===== src/design/pol_pkg.sv =====
package pol_pkg;

  localparam int DEPTH_DEF = 16;

  localparam int CMD_W = 3;
  localparam int POS_W = 7;
  localparam int VAL_W = 32;
  localparam int ST_W  = 3;

  localparam int IN_DATA_W  = 40;
  localparam int OUT_DATA_W = 56;
  localparam int OUT_PAD_W  = OUT_DATA_W - (ST_W + POS_W + VAL_W + POS_W);

  localparam logic [CMD_W-1:0] CMD_APPEND = 3'd0;
  localparam logic [CMD_W-1:0] CMD_INSERT = 3'd1;
  localparam logic [CMD_W-1:0] CMD_DELETE = 3'd2;
  localparam logic [CMD_W-1:0] CMD_SEARCH = 3'd3;
  localparam logic [CMD_W-1:0] CMD_READ   = 3'd4;

  localparam logic [ST_W-1:0] ST_OK       = 3'd0;
  localparam logic [ST_W-1:0] ST_FULL     = 3'd1;
  localparam logic [ST_W-1:0] ST_EMPTY    = 3'd2;
  localparam logic [ST_W-1:0] ST_BADPOS   = 3'd3;
  localparam logic [ST_W-1:0] ST_NOTFOUND = 3'd4;

  typedef struct packed {
    logic                    valid;
    logic [ST_W-1:0]         status;
    logic [POS_W-1:0]        found_position;
    logic signed [VAL_W-1:0] element;
    logic [POS_W-1:0]        list_length;
    logic                    last;
  } pol_emit_t;

endpackage


===== src/design/positional_ordered_list.sv =====
// channel   | signals              | item
// ----------+----------------------+-------------------------------------------
// command   | s_axis_* tdata/tuser | tuser: command; tdata: position, value
// result    | m_axis_* tdata/tlast | tdata: status, found_position, element,
//           |                      | list_length; tlast: last
//
// one command at a time; s_axis_tready is high only while idle
// append and errors: decode, then emit; insert/delete: read and rewrite each
// moved element; search: count the matches in one pass, then report each in
// a second; read-out: read, emit each element; all through the single memory
// read port; a stalled result holds the sequencer; reset empties the list
module positional_ordered_list #(
  parameter int DEPTH = pol_pkg::DEPTH_DEF
) (
  input  logic                           clk,
  input  logic                           rst,
  input  logic                           s_axis_tvalid,
  output logic                           s_axis_tready,
  input  logic [pol_pkg::IN_DATA_W-1:0]  s_axis_tdata,   // position, value
  input  logic [pol_pkg::CMD_W-1:0]      s_axis_tuser,   // command
  output logic                           m_axis_tvalid,
  input  logic                           m_axis_tready,
  output logic [pol_pkg::OUT_DATA_W-1:0] m_axis_tdata,   // status, found_position,
                                                          // element, list_length
  output logic                           m_axis_tlast
);
  import pol_pkg::*;

  localparam int AW = $clog2(DEPTH);

  pol_emit_t         emit;
  logic              out_free;
  logic              wr_en;
  logic [AW-1:0]     wr_addr;
  logic [VAL_W-1:0]  wr_data;
  logic              rd_en;
  logic [AW-1:0]     rd_addr;
  logic [VAL_W-1:0]  rd_data;

  logic [ST_W-1:0]   out_status;
  logic [POS_W-1:0]  out_fpos;
  logic [VAL_W-1:0]  out_elem;
  logic [POS_W-1:0]  out_len;
  logic              out_last;

  assign out_free = !m_axis_tvalid || m_axis_tready;

  pol_ctrl #(.DEPTH(DEPTH)) u_ctrl (
    .clk         (clk),
    .rst         (rst),
    .in_valid    (s_axis_tvalid),
    .in_ready    (s_axis_tready),
    .in_command  (s_axis_tuser),
    .in_position (s_axis_tdata[POS_W-1:0]),
    .in_value    (s_axis_tdata[POS_W+VAL_W-1:POS_W]),
    .out_free    (out_free),
    .emit        (emit),
    .wr_en       (wr_en),
    .wr_addr     (wr_addr),
    .wr_data     (wr_data),
    .rd_en       (rd_en),
    .rd_addr     (rd_addr),
    .rd_data     (rd_data)
  );

  pol_mem #(.DEPTH(DEPTH)) u_mem (
    .clk     (clk),
    .wr_en   (wr_en),
    .wr_addr (wr_addr),
    .wr_data (wr_data),
    .rd_en   (rd_en),
    .rd_addr (rd_addr),
    .rd_data (rd_data)
  );

  // output register
  always_ff @(posedge clk) begin
    if (rst) begin
      m_axis_tvalid <= 1'b0;
    end else if (emit.valid) begin
      m_axis_tvalid <= 1'b1;
    end else if (m_axis_tready) begin
      m_axis_tvalid <= 1'b0;
    end
  end

  always_ff @(posedge clk) begin
    if (emit.valid) begin
      out_status <= emit.status;
      out_fpos   <= emit.found_position;
      out_elem   <= emit.element;
      out_len    <= emit.list_length;
      out_last   <= emit.last;
    end
  end

  assign m_axis_tdata = {{OUT_PAD_W{1'b0}}, out_len, out_elem, out_fpos, out_status};
  assign m_axis_tlast = out_last;

  a_len_bound : assert property (@(posedge clk) disable iff (rst)
    m_axis_tvalid |-> (out_len <= POS_W'(DEPTH)))
    else $error("list length above depth");

  a_err_last : assert property (@(posedge clk) disable iff (rst)
    (m_axis_tvalid && out_status != ST_OK) |-> out_last)
    else $error("error status on a non-final item");

  a_pos_bound : assert property (@(posedge clk) disable iff (rst)
    m_axis_tvalid |-> (out_fpos <= out_len))
    else $error("reported position beyond list length");

  a_no_overwrite : assert property (@(posedge clk) disable iff (rst)
    (m_axis_tvalid && !m_axis_tready) |-> !emit.valid)
    else $error("result register overwritten while stalled");

endmodule


===== src/design/pol_mem.sv =====
module pol_mem #(
  parameter int DEPTH = pol_pkg::DEPTH_DEF,
  localparam int AW = $clog2(DEPTH)
) (
  input  logic                       clk,
  input  logic                       wr_en,
  input  logic [AW-1:0]              wr_addr,
  input  logic [pol_pkg::VAL_W-1:0]  wr_data,
  input  logic                       rd_en,
  input  logic [AW-1:0]              rd_addr,
  output logic [pol_pkg::VAL_W-1:0]  rd_data
);
  import pol_pkg::*;

  logic [VAL_W-1:0] mem [DEPTH];

  always_ff @(posedge clk) begin
    if (wr_en) begin
      mem[wr_addr] <= wr_data;
    end
    if (rd_en) begin
      rd_data <= mem[rd_addr];
    end
  end

endmodule


===== src/design/pol_ctrl.sv =====
module pol_ctrl #(
  parameter int DEPTH = pol_pkg::DEPTH_DEF,
  localparam int AW = $clog2(DEPTH),
  localparam int CW = $clog2(DEPTH + 1)
) (
  input  logic                       clk,
  input  logic                       rst,
  input  logic                       in_valid,
  output logic                       in_ready,
  input  logic [pol_pkg::CMD_W-1:0]  in_command,
  input  logic [pol_pkg::POS_W-1:0]  in_position,
  input  logic [pol_pkg::VAL_W-1:0]  in_value,
  input  logic                       out_free,
  output pol_pkg::pol_emit_t         emit,
  output logic                       wr_en,
  output logic [AW-1:0]              wr_addr,
  output logic [pol_pkg::VAL_W-1:0]  wr_data,
  output logic                       rd_en,
  output logic [AW-1:0]              rd_addr,
  input  logic [pol_pkg::VAL_W-1:0]  rd_data
);
  import pol_pkg::*;

  typedef enum logic [3:0] {
    IDLE, DECODE, SHIFT_RD, SHIFT_WR, CNT_RD, CNT_CHK, SCAN_RD, SCAN_CHK, EMIT
  } state_t;

  state_t            state;
  logic [CMD_W-1:0]  cmd;
  logic [POS_W-1:0]  pos;
  logic [VAL_W-1:0]  val;
  logic [CW-1:0]     len;
  logic [CW-1:0]     idx;
  logic [CW-1:0]     hits;
  logic [CW-1:0]     seen;
  logic [ST_W-1:0]   res_status;
  logic [POS_W-1:0]  res_fpos;
  logic [VAL_W-1:0]  res_elem;
  logic              res_last;

  logic [POS_W-1:0]  len_p;
  logic [POS_W-1:0]  idx_p;
  logic [POS_W-1:0]  pos_m1;
  logic [POS_W:0]    len_inc;
  logic [CW-1:0]     idx_inc;
  logic [CW-1:0]     idx_dec;
  logic              full;
  logic              empty;
  logic              ins_ok;
  logic              del_ok;
  logic              hit;

  assign len_p   = POS_W'(len);
  assign idx_p   = POS_W'(idx);
  assign pos_m1  = pos - POS_W'(1);
  assign len_inc = {1'b0, len_p} + (POS_W + 1)'(1);
  assign idx_inc = idx + CW'(1);
  assign idx_dec = idx - CW'(1);
  assign full    = (len == CW'(DEPTH));
  assign empty   = (len == '0);
  assign ins_ok  = (pos != '0) && ({1'b0, pos} <= len_inc);
  assign del_ok  = (pos != '0) && (pos <= len_p);
  // shared compare unit
  assign hit     = (rd_data == val);

  assign in_ready = (state == IDLE);

  assign emit.valid          = (state == EMIT) && out_free;
  assign emit.status         = res_status;
  assign emit.found_position = res_fpos;
  assign emit.element        = res_elem;
  assign emit.list_length    = len_p;
  assign emit.last           = res_last;

  always_comb begin
    wr_en   = 1'b0;
    wr_addr = len[AW-1:0];
    wr_data = val;
    rd_en   = 1'b0;
    rd_addr = idx[AW-1:0];
    case (state)
      DECODE: begin
        wr_en = (cmd == CMD_APPEND) && !full;
      end
      SHIFT_RD: begin
        if (cmd == CMD_INSERT) begin
          if (idx_p >= pos) begin
            rd_en   = 1'b1;
            rd_addr = idx_dec[AW-1:0];
          end else begin
            wr_en   = 1'b1;
            wr_addr = pos_m1[AW-1:0];
          end
        end else if (idx_inc < len) begin
          rd_en   = 1'b1;
          rd_addr = idx_inc[AW-1:0];
        end
      end
      SHIFT_WR: begin
        wr_en   = 1'b1;
        wr_addr = idx[AW-1:0];
        wr_data = rd_data;
      end
      CNT_RD: begin
        rd_en = (idx < len);
      end
      SCAN_RD: begin
        rd_en = 1'b1;
      end
      default: begin
      end
    endcase
  end

  always_ff @(posedge clk) begin
    if (rst) begin
      state <= IDLE;
      len   <= '0;
    end else begin
      case (state)
        IDLE: begin
          if (in_valid) begin
            cmd   <= in_command;
            pos   <= in_position;
            val   <= in_value;
            state <= DECODE;
          end
        end
        DECODE: begin
          res_fpos <= '0;
          res_elem <= '0;
          res_last <= 1'b1;
          case (cmd)
            CMD_APPEND: begin
              if (full) begin
                res_status <= ST_FULL;
              end else begin
                res_status <= ST_OK;
                len        <= len + CW'(1);
              end
              state <= EMIT;
            end
            CMD_INSERT: begin
              if (full) begin
                res_status <= ST_FULL;
                state      <= EMIT;
              end else if (!ins_ok) begin
                res_status <= ST_BADPOS;
                state      <= EMIT;
              end else begin
                idx   <= len;
                state <= SHIFT_RD;
              end
            end
            CMD_DELETE: begin
              if (empty) begin
                res_status <= ST_EMPTY;
                state      <= EMIT;
              end else if (!del_ok) begin
                res_status <= ST_BADPOS;
                state      <= EMIT;
              end else begin
                idx   <= pos_m1[CW-1:0];
                state <= SHIFT_RD;
              end
            end
            CMD_SEARCH: begin
              if (empty) begin
                res_status <= ST_NOTFOUND;
                state      <= EMIT;
              end else begin
                idx   <= '0;
                hits  <= '0;
                state <= CNT_RD;
              end
            end
            CMD_READ: begin
              res_status <= ST_OK;
              if (empty) begin
                state <= EMIT;
              end else begin
                idx   <= '0;
                state <= SCAN_RD;
              end
            end
            default: begin
              state <= IDLE;
            end
          endcase
        end
        SHIFT_RD: begin
          if (cmd == CMD_INSERT) begin
            if (idx_p >= pos) begin
              state <= SHIFT_WR;
            end else begin
              len        <= len + CW'(1);
              res_status <= ST_OK;
              state      <= EMIT;
            end
          end else if (idx_inc < len) begin
            state <= SHIFT_WR;
          end else begin
            len        <= len - CW'(1);
            res_status <= ST_OK;
            state      <= EMIT;
          end
        end
        SHIFT_WR: begin
          idx   <= (cmd == CMD_INSERT) ? idx_dec : idx_inc;
          state <= SHIFT_RD;
        end
        CNT_RD: begin
          if (idx < len) begin
            state <= CNT_CHK;
          end else if (hits == '0) begin
            res_status <= ST_NOTFOUND;
            state      <= EMIT;
          end else begin
            idx   <= '0;
            seen  <= '0;
            state <= SCAN_RD;
          end
        end
        CNT_CHK: begin
          if (hit) begin
            hits <= hits + CW'(1);
          end
          idx   <= idx_inc;
          state <= CNT_RD;
        end
        SCAN_RD: begin
          state <= SCAN_CHK;
        end
        SCAN_CHK: begin
          res_status <= ST_OK;
          res_fpos   <= idx_p + POS_W'(1);
          if (cmd == CMD_READ) begin
            res_elem <= rd_data;
            res_last <= (idx_inc == len);
            state    <= EMIT;
          end else if (hit) begin
            res_elem <= '0;
            res_last <= ((seen + CW'(1)) == hits);
            seen     <= seen + CW'(1);
            state    <= EMIT;
          end else begin
            idx   <= idx_inc;
            state <= SCAN_RD;
          end
        end
        EMIT: begin
          if (out_free) begin
            if (res_last) begin
              state <= IDLE;
            end else begin
              idx   <= idx_inc;
              state <= SCAN_RD;
            end
          end
        end
        default: begin
          state <= IDLE;
        end
      endcase
    end
  end

endmodule


===== config.mk =====
export PLATFORM = sky130hd
export DESIGN_NAME = positional_ordered_list
export DESIGN_NICKNAME = d
export VERILOG_FILES = /design/src/design/pol_pkg.sv /design/src/design/positional_ordered_list.sv /design/src/design/pol_mem.sv /design/src/design/pol_ctrl.sv
export SDC_FILE = /design/constraint.sdc
export NUM_CORES = 1
export LEC_CHECK = 0
export BUFFER_PORTS_ARGS = -buffer_cell sky130_fd_sc_hd__buf_2
export CAP_MARGIN = 40
export CORE_ASPECT_RATIO = 0.9
export CORE_UTILIZATION = 56
export CTS_CLUSTER_DIAMETER = 80
export CTS_CLUSTER_SIZE = 12
export DETAILED_ROUTE_END_ITERATION = 12
export PLACE_DENSITY = 0.85
export SETUP_SLACK_MARGIN = 0.15
export SLEW_MARGIN = 20
export SYNTH_ARGS = -nofsm -noshare
export SYNTH_HDL_FRONTEND = slang
export SYNTH_HIERARCHICAL = 1
export SYNTH_SLANG_ARGS = --single-unit

===== constraint.sdc =====
create_clock -name clk -period 5.5 [get_ports clk]
set_clock_uncertainty 0.1 [all_clocks]
set_input_delay 1.1 -clock clk [delete_from_list [all_inputs] [get_ports clk]]
set_output_delay 1.1 -clock clk [all_outputs]
set_load 0.01 [all_outputs]

# After elaboration in Yosys (flattened, before gate mapping)
# Memory sizes are Yosys's and may differ from the RTL's. A register that Yosys moved wholly into a read port is not among the register bits.
# Index checks and enable logic that the tools add are counted.
[classes] eq_ne=43 mux=83 order_cmp=5 n_bitwise=1 reduce_logical=29 addsub=9
[ops] op="$mux 5" n=21
[ops] op="$mux 32" n=3
[ops] op="$mux 4" n=21
[ops] op="$pmux 32 s2" n=1
[ops] op="$pmux 4 s9" n=1
[ops] op="$mux 3" n=11
[ops] op="$eq 32x32->1" n=1
[ops] op="$pmux 5 s2" n=3
[ops] op="$pmux 5 s6" n=1
[ops] op="$add 5x1->5 const B" n=4
[ops] op="$pmux 4 s5" n=1
[ops] op="$ne 2x2->1 const B" n=9
[ops] op="$eq 4x3->1 const B" n=4
[ops] op="$pmux 3 s5" n=1
[ops] op="$pmux 5 s3" n=1
[ops] op="$sub 5x1->5 const B" n=3
[ops] op="$pmux 7 s2" n=1
[ops] op="$reduce_and 14->1" n=1
[ops] op="$add 5x1->6 const B" n=2
[ops] op="$mux 1" n=12
[ops] op="$ne 3x2->1 const B" n=4
[ops] op="$ne 3x3->1 const B" n=4
[ops] op="$ne 4x3->1 const B" n=3
[ops] op="$pmux 3 s4" n=1
[ops] op="35 further kinds" n=56
[word_totals] ram_bits=512 output_inout_bits=59 ff_bits=158 elab_cells=189 n_memories=1 input_bits=47
[memory_table] name="u_mem.mem" words=16 width=32 read_ports=1 rd_clocked_by_memory_dff=1 wr=1 line_no="pol_mem.sv:15" source="logic [VAL_W-1:0] mem [DEPTH];"

# Longest topological paths before layout
# Gate-level depths: netlist of run 1.
[logic_depth] ltp_word=7 depth_mapped=15 ltp_nobuf=13

# Modules after synthesis
# Netlist of run 1, hierarchy kept.
[by_module_without_submodules] mod="pol_mem" cells_per_inst=838 seq_area_each_um2=16335.7 n_inst=1 area_each_um2=20155.6
[by_module_without_submodules] mod="pol_ctrl" cells_per_inst=604 seq_area_each_um2=3153.0 n_inst=1 area_each_um2=6628.9
[by_module_without_submodules] mod="positional_ordered_list" cells_per_inst=62 seq_area_each_um2=1521.5 n_inst=1 area_each_um2=1604.0

# Worst setup path after synthesis of run 1
# No wires, ideal clock.
[synth_timing] path_kind="register to register" start="register u_ctrl.idx[0]" end="memory u_mem.mem[0][0] (enable)" n_path_buf=1 path_slack_ns=0.264 path_stages_with_launch=11 synth_period_minus_slack_ns=5.236 setup_time_ns=0.461 arrival_ns=4.675 required_ns=4.939 cell_sequence="edfxtp_1 clkbuf_1 inv_1 ha_1 nor2b_1 o21ai_0 a21oi_1 o211ai_1 a32o_1 or3b_2 nor3_1"
[synth_via] word_cells_on_any_way=9 cone_classes="1 x order compare; 8 x mux"
[synth_rtl] item="start, declared" line_no="pol_ctrl.sv:33" source="logic [CW-1:0] idx;"
[synth_rtl] item="start signal, assigned" line_no="pol_ctrl.sv:151" source="idx <= len;"
[synth_rtl] item="start signal, assigned" line_no="pol_ctrl.sv:163" source="idx <= pos_m1[CW-1:0];"
[synth_rtl] item="start signal, assigned" line_no="pol_ctrl.sv:209" source="idx <= (cmd == CMD_INSERT) ? idx_dec : idx_inc;"
[synth_rtl] item="$ge 5x7->1" line_no="pol_ctrl.sv:87" source="if (idx_p >= pos) begin"
[synth_rtl] item="$mux 4" line_no="pol_ctrl.sv:87"
[synth_rtl] item="$mux 4" line_no="pol_ctrl.sv:86" source="if (cmd == CMD_INSERT) begin"
[synth_rtl] item="$pmux 4 s2" line_no="pol_ctrl.sv:81" source="case (state)"
[synth_rtl] item="net wr_addr[2]" line_no="positional_ordered_list.sv:34" source="logic [AW-1:0] wr_addr;"
[synth_rtl] item="end, declared" line_no="pol_mem.sv:15"
# The timed path passes the listed nets, and every way through them passes these cells.

# Worst setup path in the final report of run 1
[layout_timing] start="register u_ctrl.idx[0]" end="register u_mem/rd_data[31] (netlist name), read port of u_mem.mem, data pin"
[layout_via] elab_chain_len=5 word_cells_on_any_way=13 cone_classes="2 x add/sub; 3 x order compare; 8 x mux"
[layout_lines] item="$add 5x1->5" line_no="pol_ctrl.sv:57" source="assign idx_inc = idx + CW'(1);"
[layout_lines] item="net u_ctrl.idx_inc[4]" line_no="pol_ctrl.sv:45" source="logic [CW-1:0] idx_inc;"
[layout_lines] item="$lt 5x5->1" line_no="pol_ctrl.sv:94" source="end else if (idx_inc < len) begin"
[layout_lines] item="$mux 4" line_no="pol_ctrl.sv:94"
[layout_lines] item="$mux 4" line_no="pol_ctrl.sv:86"
[layout_lines] item="$mux 4" line_no="pol_ctrl.sv:81"
[layout_lines] item="net rd_addr[0]" line_no="positional_ordered_list.sv:37" source="logic [AW-1:0] rd_addr;"
[layout_lines] item="end, declared" line_no="pol_mem.sv:11" source="output logic [pol_pkg::VAL_W-1:0] rd_data"
# The timed path passes the listed nets, and every way through them passes these cells.
# A chain may end at the register's enable or synchronous reset.

==> flow_summary.toml, run 1 <==
[setup_path]
start_kind = "flop"
timing.critical_path.arrival_ps = 5050
timing.critical_path.buf_inv = 3
timing.critical_path.cells = "ha_1 -> nand3_1 -> xnor2_1 -> ha_1 -> nand3_1 -> a21oi_1 -> a2111oi_4 -> o21ai_0 -> buf_4 -> xnor2_2 -> buf_12 -> buf_12 -> mux4_2 -> a22oi_1 -> nand2_1"
worstReg2RegStart = "u_ctrl/idx[0]"
cp-end-kind = "flop"
critical_path_peak_fanout = 18
critical_path.slowest_cell = "mux4_2"
critPathRequiredTime_ps = 5720
critical_path_class = "flop to flop"
worst_path_dominant_cell_family = "compound AO/OA/AOI/OAI gates"
critPathMaxStageDelay_ps = 550
setup.worst_path.start = "u_ctrl/idx[0]"

[min_path]
hold_path.startpoint = "u_ctrl/res_elem[11]"
worstHoldPathType = "flop to flop"

[synth]
post_synth_num_cell_types = 71
syn_area_per_cell_um2 = 18.9
synth.ff_latch_count = 703
synth_top_cells_by_area = "edfxtp_1 73%, mux4_2 10%, a22oi_1 1.9%"
dominant_cell_by_count_in_the_synthesized_netlist = "edfxtp_1"
async_flop_share = 0
synth.yosys.warnings = 6
mappedNetlistArea_um2 = 28400
post_synth_inst_count = 1504
synth_top_flop_cell = "edfxtp_1"
synth.top_cell.area_share = 0.733
post_synth_edffs = 693
synth_sequential_area_ratio = 0.740
synth_top_cells_by_count = "693 x edfxtp_1, 128 x mux4_2, 72 x a22oi_1"
netlist.top_cell.by_area = "edfxtp_1"

[timing]
hold_violations = 0
max-slew-margin-rel = 0.441
setup_viol = 0
final.period_utilization = 0.877
max_slew.worst_pin.slew_ps = 836
final.min_clock_period_ps = 4820
totalNegativeSetupSlack_ps = 0
final_max_slew_viol_count = 0
fmax_mhz = 207
rsz0062_at_grt = "no"
least_setup_slack_across_all_paths_after_layout_ps = 678

[finish]
footprint_of_the_multi_input_gates_um2 = 7080
nNetsFinal = 1730
finish.cell_count_without_fillers = 2330
fill_cells = 3158
final_design_area_no_fill_um2 = 31900
diodes = 0
sequential_cell_area_um2 = 21000
layout_area_overhead_pct = 12.4
share_of_layout_cells_above_drive_strength_1 = 0.259

[clock_tree]
ctsResizeCount = 0
number_of_cts_inserted_buffers = 68
cts_max_level = 3
clkSlewWorstSetupHoldPaths_ps = 60
clock_sinks = 703
cts_post_setup_buffers_inserted = 0
tritoncts = "done"
buffer_depth_of_the_longest_clock_path = 3
worst_skew_pair.late_latency_ps = 610
ctsRootBufferMaster = "clkbuf_16"
number_of_hold_buffers_added_after_cts = 0

[grt]
grt_pass1_vias = 15600
global_route_wire_length_before_repair_mm = 99.2
grt_start_max_net_pins = 73
gr-usage-all-layers = 0.268
grt-ovfl-total = 0
grt_antenna_before_repair = 1

[floorplanning]
floorplan.initialDensity = 0.572
floorplan.die.width_um = 239
boundaryPins = 106
core_region_area_um2 = 49600
die-area_um2 = 51600
fp.dieH_um = 216
rows = 77

[pwr]
power.net_switching_uw = 2200
vdd_ir_drop_max_v = 0.000287
fin_total_pwr_uw = 10600
power.leakage_uw = 0.0105
pwr_density_cell_nw_per_um2 = 332
intPower_uw = 8380
netSwitchingFraction = 0.208
sequential_share_of_power = 0.564
power_frac_comb = 0.049
power.share.clock = 0.387

[drt]
detailroute.via_count = 15500
firstDrtPassIters = 6
drt_iter0_markers = 2348
antenna_left = 0
route.detailed.wl_per_inst_um = 29.1
drt_wl_total_mm = 67.8
post-route-drc-count = 0
avgViaCountPerCell = 6.66

[run_status]
run_status = "complete, no violations"

[place]
gp_congestion = 0.892
detailedPlace.worstSlack_ps = 791
io_buffers = 97
dpl_cell_area_um2 = 30100
dp_hpwl_mm = 38.1
post-place-cells = 2249

[flow_run]
max-cap-violations = 0
[worst paths after layout]
check,endpoint,slack (ps),cells past startpoint
worst max register to register,u_mem/rd_data[31],680,15
worst min register to register,out_elem[11],320,0
worst max-delay path,u_mem/rd_data[31],680,15
worst min-delay path,out_elem[11],320,0
[metrics by stage]
step / util / hold WS (ps)
2_1_floorplan: - / 300
3_3_place_gp: 0.605 / 304
3_5_place_dp: 0.606 / 305
5_1_grt: 0.643 / 323
6_report: 0.643 / 317
4_1_cts: 0.643 / 318
[flip-flops by register name, summed over array words and instances, names as in the netlist, 6 cells and up]
name,cells
out_len,7
u_mem/rd_data,32
out_fpos,7
u_mem/mem,512
out_elem,32
u_ctrl/res_fpos,6
u_ctrl/val,32
u_ctrl/pos,7
u_ctrl/res_elem,32
[routing by layer]
layer | global-route usage | vias up | wire length [µm]
met5 | 0 | - | 0
met2 | 0.426 | 1090 | 32900
li1 | - | 6333 | -
met1 | 0.372 | 7882 | 25200
met4 | 0.0912 | 0 | 2320
met3 | 0.0547 | 202 | 7440
[cell usage in the layout (no fill, tap or decap), drive strengths merged, types with 9 or more instances in the layout]
master  count
clkbuf     75
xor2       43
mux4      128
nor2       51
o21ai      17
buf       152
nor4       12
a21oi      32
nor3       15
edfxtp    693
and3       35
dfxtp      10
conb       10
mux2       33
nand2      70
a22oi      72
and2        9
ha         34
xnor2      16
nand3      17
inv        24
[power groups by stage]
stage	Combinational, µW	Sequential [µW]	Clock (µW)
after global placement	488	6080	0
after floorplan	350	6060	0
after CTS	519	5970	4150
after global routing	556	5970	4340
final	523	5970	4100
after detailed placement	513	6080	0
[kinds of logic after synthesis]
group	Yosys count	synth area share
flip-flops	703	0.740
adder cells (fa/ha/maj)	35	0.0153
AO/OA/AOI/OAI	177	0.0456
AND/OR/NAND/NOR	257	0.0472
buffers and inverters	108	0.0180
other	2	0.000265
XOR/XNOR	59	0.0182
multiplexers	163	0.115
[final cells by class]
class                   instances  area share
flip-flops and latches        703       0.659
multi-input cells             701       0.222
clock buffers                  74      0.0547
repair buffers                153      0.0337
well taps                     671      0.0263
inverters                      22     0.00259
clock inverters                 6     0.00220
Power figures use the tool's default switching activity.
==> run 2, diff against run 1 <==
- CAP_MARGIN: 40 -> 10
- CORE_UTILIZATION: 56 -> 60
- PLACE_DENSITY: 0.85 -> 0.87
- clock period: 5.5 -> 4.7 ns (I/O delays scaled with it)
==> flow_summary.toml, run 2 (synthesized netlist as in run 1, its figures left out) <==
[run_status]
run_status = "complete, no violations"

[pwr]
power.leakage_uw = 0.0106
netSwitchingFraction = 0.209
sequential_share_of_power = 0.563
power.share.clock = 0.386
power.net_switching_uw = 2600
power_frac_comb = 0.051
intPower_uw = 9810
fin_total_pwr_uw = 12400
pwr_density_cell_nw_per_um2 = 386
vdd_ir_drop_max_v = 0.000374

[timing]
setup_viol = 0
final.min_clock_period_ps = 4310
hold_violations = 0
rsz0062_at_grt = "no"
least_setup_slack_across_all_paths_after_layout_ps = 389
final_max_slew_viol_count = 0
max_slew.worst_pin.slew_ps = 1130
fmax_mhz = 232
final.period_utilization = 0.917
max-slew-margin-rel = 0.246

[finish]
fill_cells = 2787
largest_register = "u_mem/mem"
final_common_cell = "edfxtp_1"
nNetsFinal = 1750
largest_register_ff_count = 512
finish.cell_count_without_fillers = 2303
layout_area_overhead_pct = 13.2
share_of_layout_cells_above_drive_strength_1 = 0.268
layout.core_utilization = 0.689
layout_common_cells = "693 x edfxtp_1, 128 x mux4_2, 97 x buf_2"

[min_path]
hold_path.startpoint = "u_ctrl/res_elem[3]"
worstHoldPathType = "flop to flop"

[grt]
gr-usage-all-layers = 0.296
grt_pass1_vias = 15900
grt_antenna_before_repair = 1
grt_start_max_net_pins = 61
grt-ovfl-total = 0
global_route_wire_length_before_repair_mm = 102

[place]
dp_hpwl_mm = 39.7
gp_congestion = 0.929
post-place-cells = 2212
io_buffers = 97
detailedPlace.worstSlack_ps = 303

[setup_path]
worstReg2RegStart = "u_ctrl/idx[1]"
setup.worst_path.start = "u_ctrl/idx[1]"
critical_path_class = "flop to flop"
critical_path_peak_fanout = 17
critPathRequiredTime_ps = 4930
cp-end-kind = "flop"
start_kind = "flop"
timing.critical_path.arrival_ps = 4540

[floorplanning]
die-area_um2 = 48200
rows = 75
boundaryPins = 106
floorplan.die.width_um = 231
core_region_area_um2 = 46600
floorplan.initialDensity = 0.609
fp.dieH_um = 208

[drt]
drt_iter0_markers = 2067
antenna_left = 0
drt_wl_total_mm = 69.7
firstDrtPassIters = 7
route.detailed.wl_per_inst_um = 30.3
post-route-drc-count = 0
detailroute.via_count = 15700
avgViaCountPerCell = 6.81

[clock_tree]
clkSlewWorstSetupHoldPaths_ps = 60
clock_sinks = 703
number_of_hold_buffers_added_after_cts = 0
tritoncts = "done"
cts_max_level = 3
number_of_cts_inserted_buffers = 68
buffer_depth_of_the_longest_clock_path = 3
ctsRootBufferMaster = "clkbuf_16"
worst_skew_pair.late_latency_ps = 610

[flow_run]
max-cap-violations = 0
## run 2: cell count changes in the layout (fill, tap and decap cells not counted), sizes merged
cell	change
buf	+20
clkbuf	+5
clkinv	-3
inv	+3
clkinvlp	+1
diode	+1
nor2b	+1
## run 2: final timing paths
check	endpoint	slack, ps	cells past startpoint
worst max-delay path	u_mem/rd_data[10]	390	14
worst min-delay path	out_elem[3]	320	0
worst max register to register	u_mem/rd_data[10]	390	14
worst min register to register	out_elem[3]	320	0
## run 2: power groups by stage
stage / Clock (µW) / Sequential (µW) / Combinational, µW
floorplan: 0 / 7090 / 410
detailed placement: 0 / 7110 / 614
finish: 4790 / 6980 / 633
global placement: 0 / 7110 / 589
CTS: 4860 / 6980 / 623
global route: 5080 / 6980 / 673
## run 2: routing by layer
| layer | global-route usage | vias up | routed length, µm |
|---|---|---|---|
| met5 | 0 | - | 0 |
| met4 | 0.110 | 0 | 2380 |
| met3 | 0.0670 | 178 | 8100 |
| met2 | 0.467 | 1151 | 33700 |
| met1 | 0.407 | 7966 | 25500 |
| li1 | - | 6389 | - |
## run 2: critical path: stages, from the launching register on
cell and delay (ps):
edfxtp_1 430, ha_1 290, nand3_1 120, xnor2_1 300
ha_1 330, nand3_1 110, a21oi_1 70, a2111oi_4 430
o21ai_1 240, xnor2_2 280, buf_12 240, buf_12 190
mux4_2 520, a22oi_1 240, nand2_1 100
## run 2: cell type report
type | instances | area [µm²] | area share
antenna | 1 | 2.50 | 0.0000779
clock buffer | 80 | 1750 | 0.0544
clock inverter | 7 | 67.6 | 0.00210
inverter | 22 | 82.6 | 0.00257
multi-input combinational | 702 | 7120 | 0.222
sequential | 703 | 21000 | 0.654
tap | 616 | 771 | 0.0240
timing repair buffer | 172 | 1340 | 0.0416
## run 2: what timing repair did
item,4_1_cts,5_1_grt
resized for setup,0,5
endpoints found under the setup margin,0,32
buffers inserted,0,2
## run 2: metrics by stage
step	instance area [µm²]	hold WS (ps)	setup TNS [ps]
2_1_floorplan	28400	300	-27920
3_3_place_gp	30300	303	0
3_5_place_dp	30300	305	0
4_1_cts	32100	318	0
5_1_grt	32100	324	0
6_report	32100	319	0
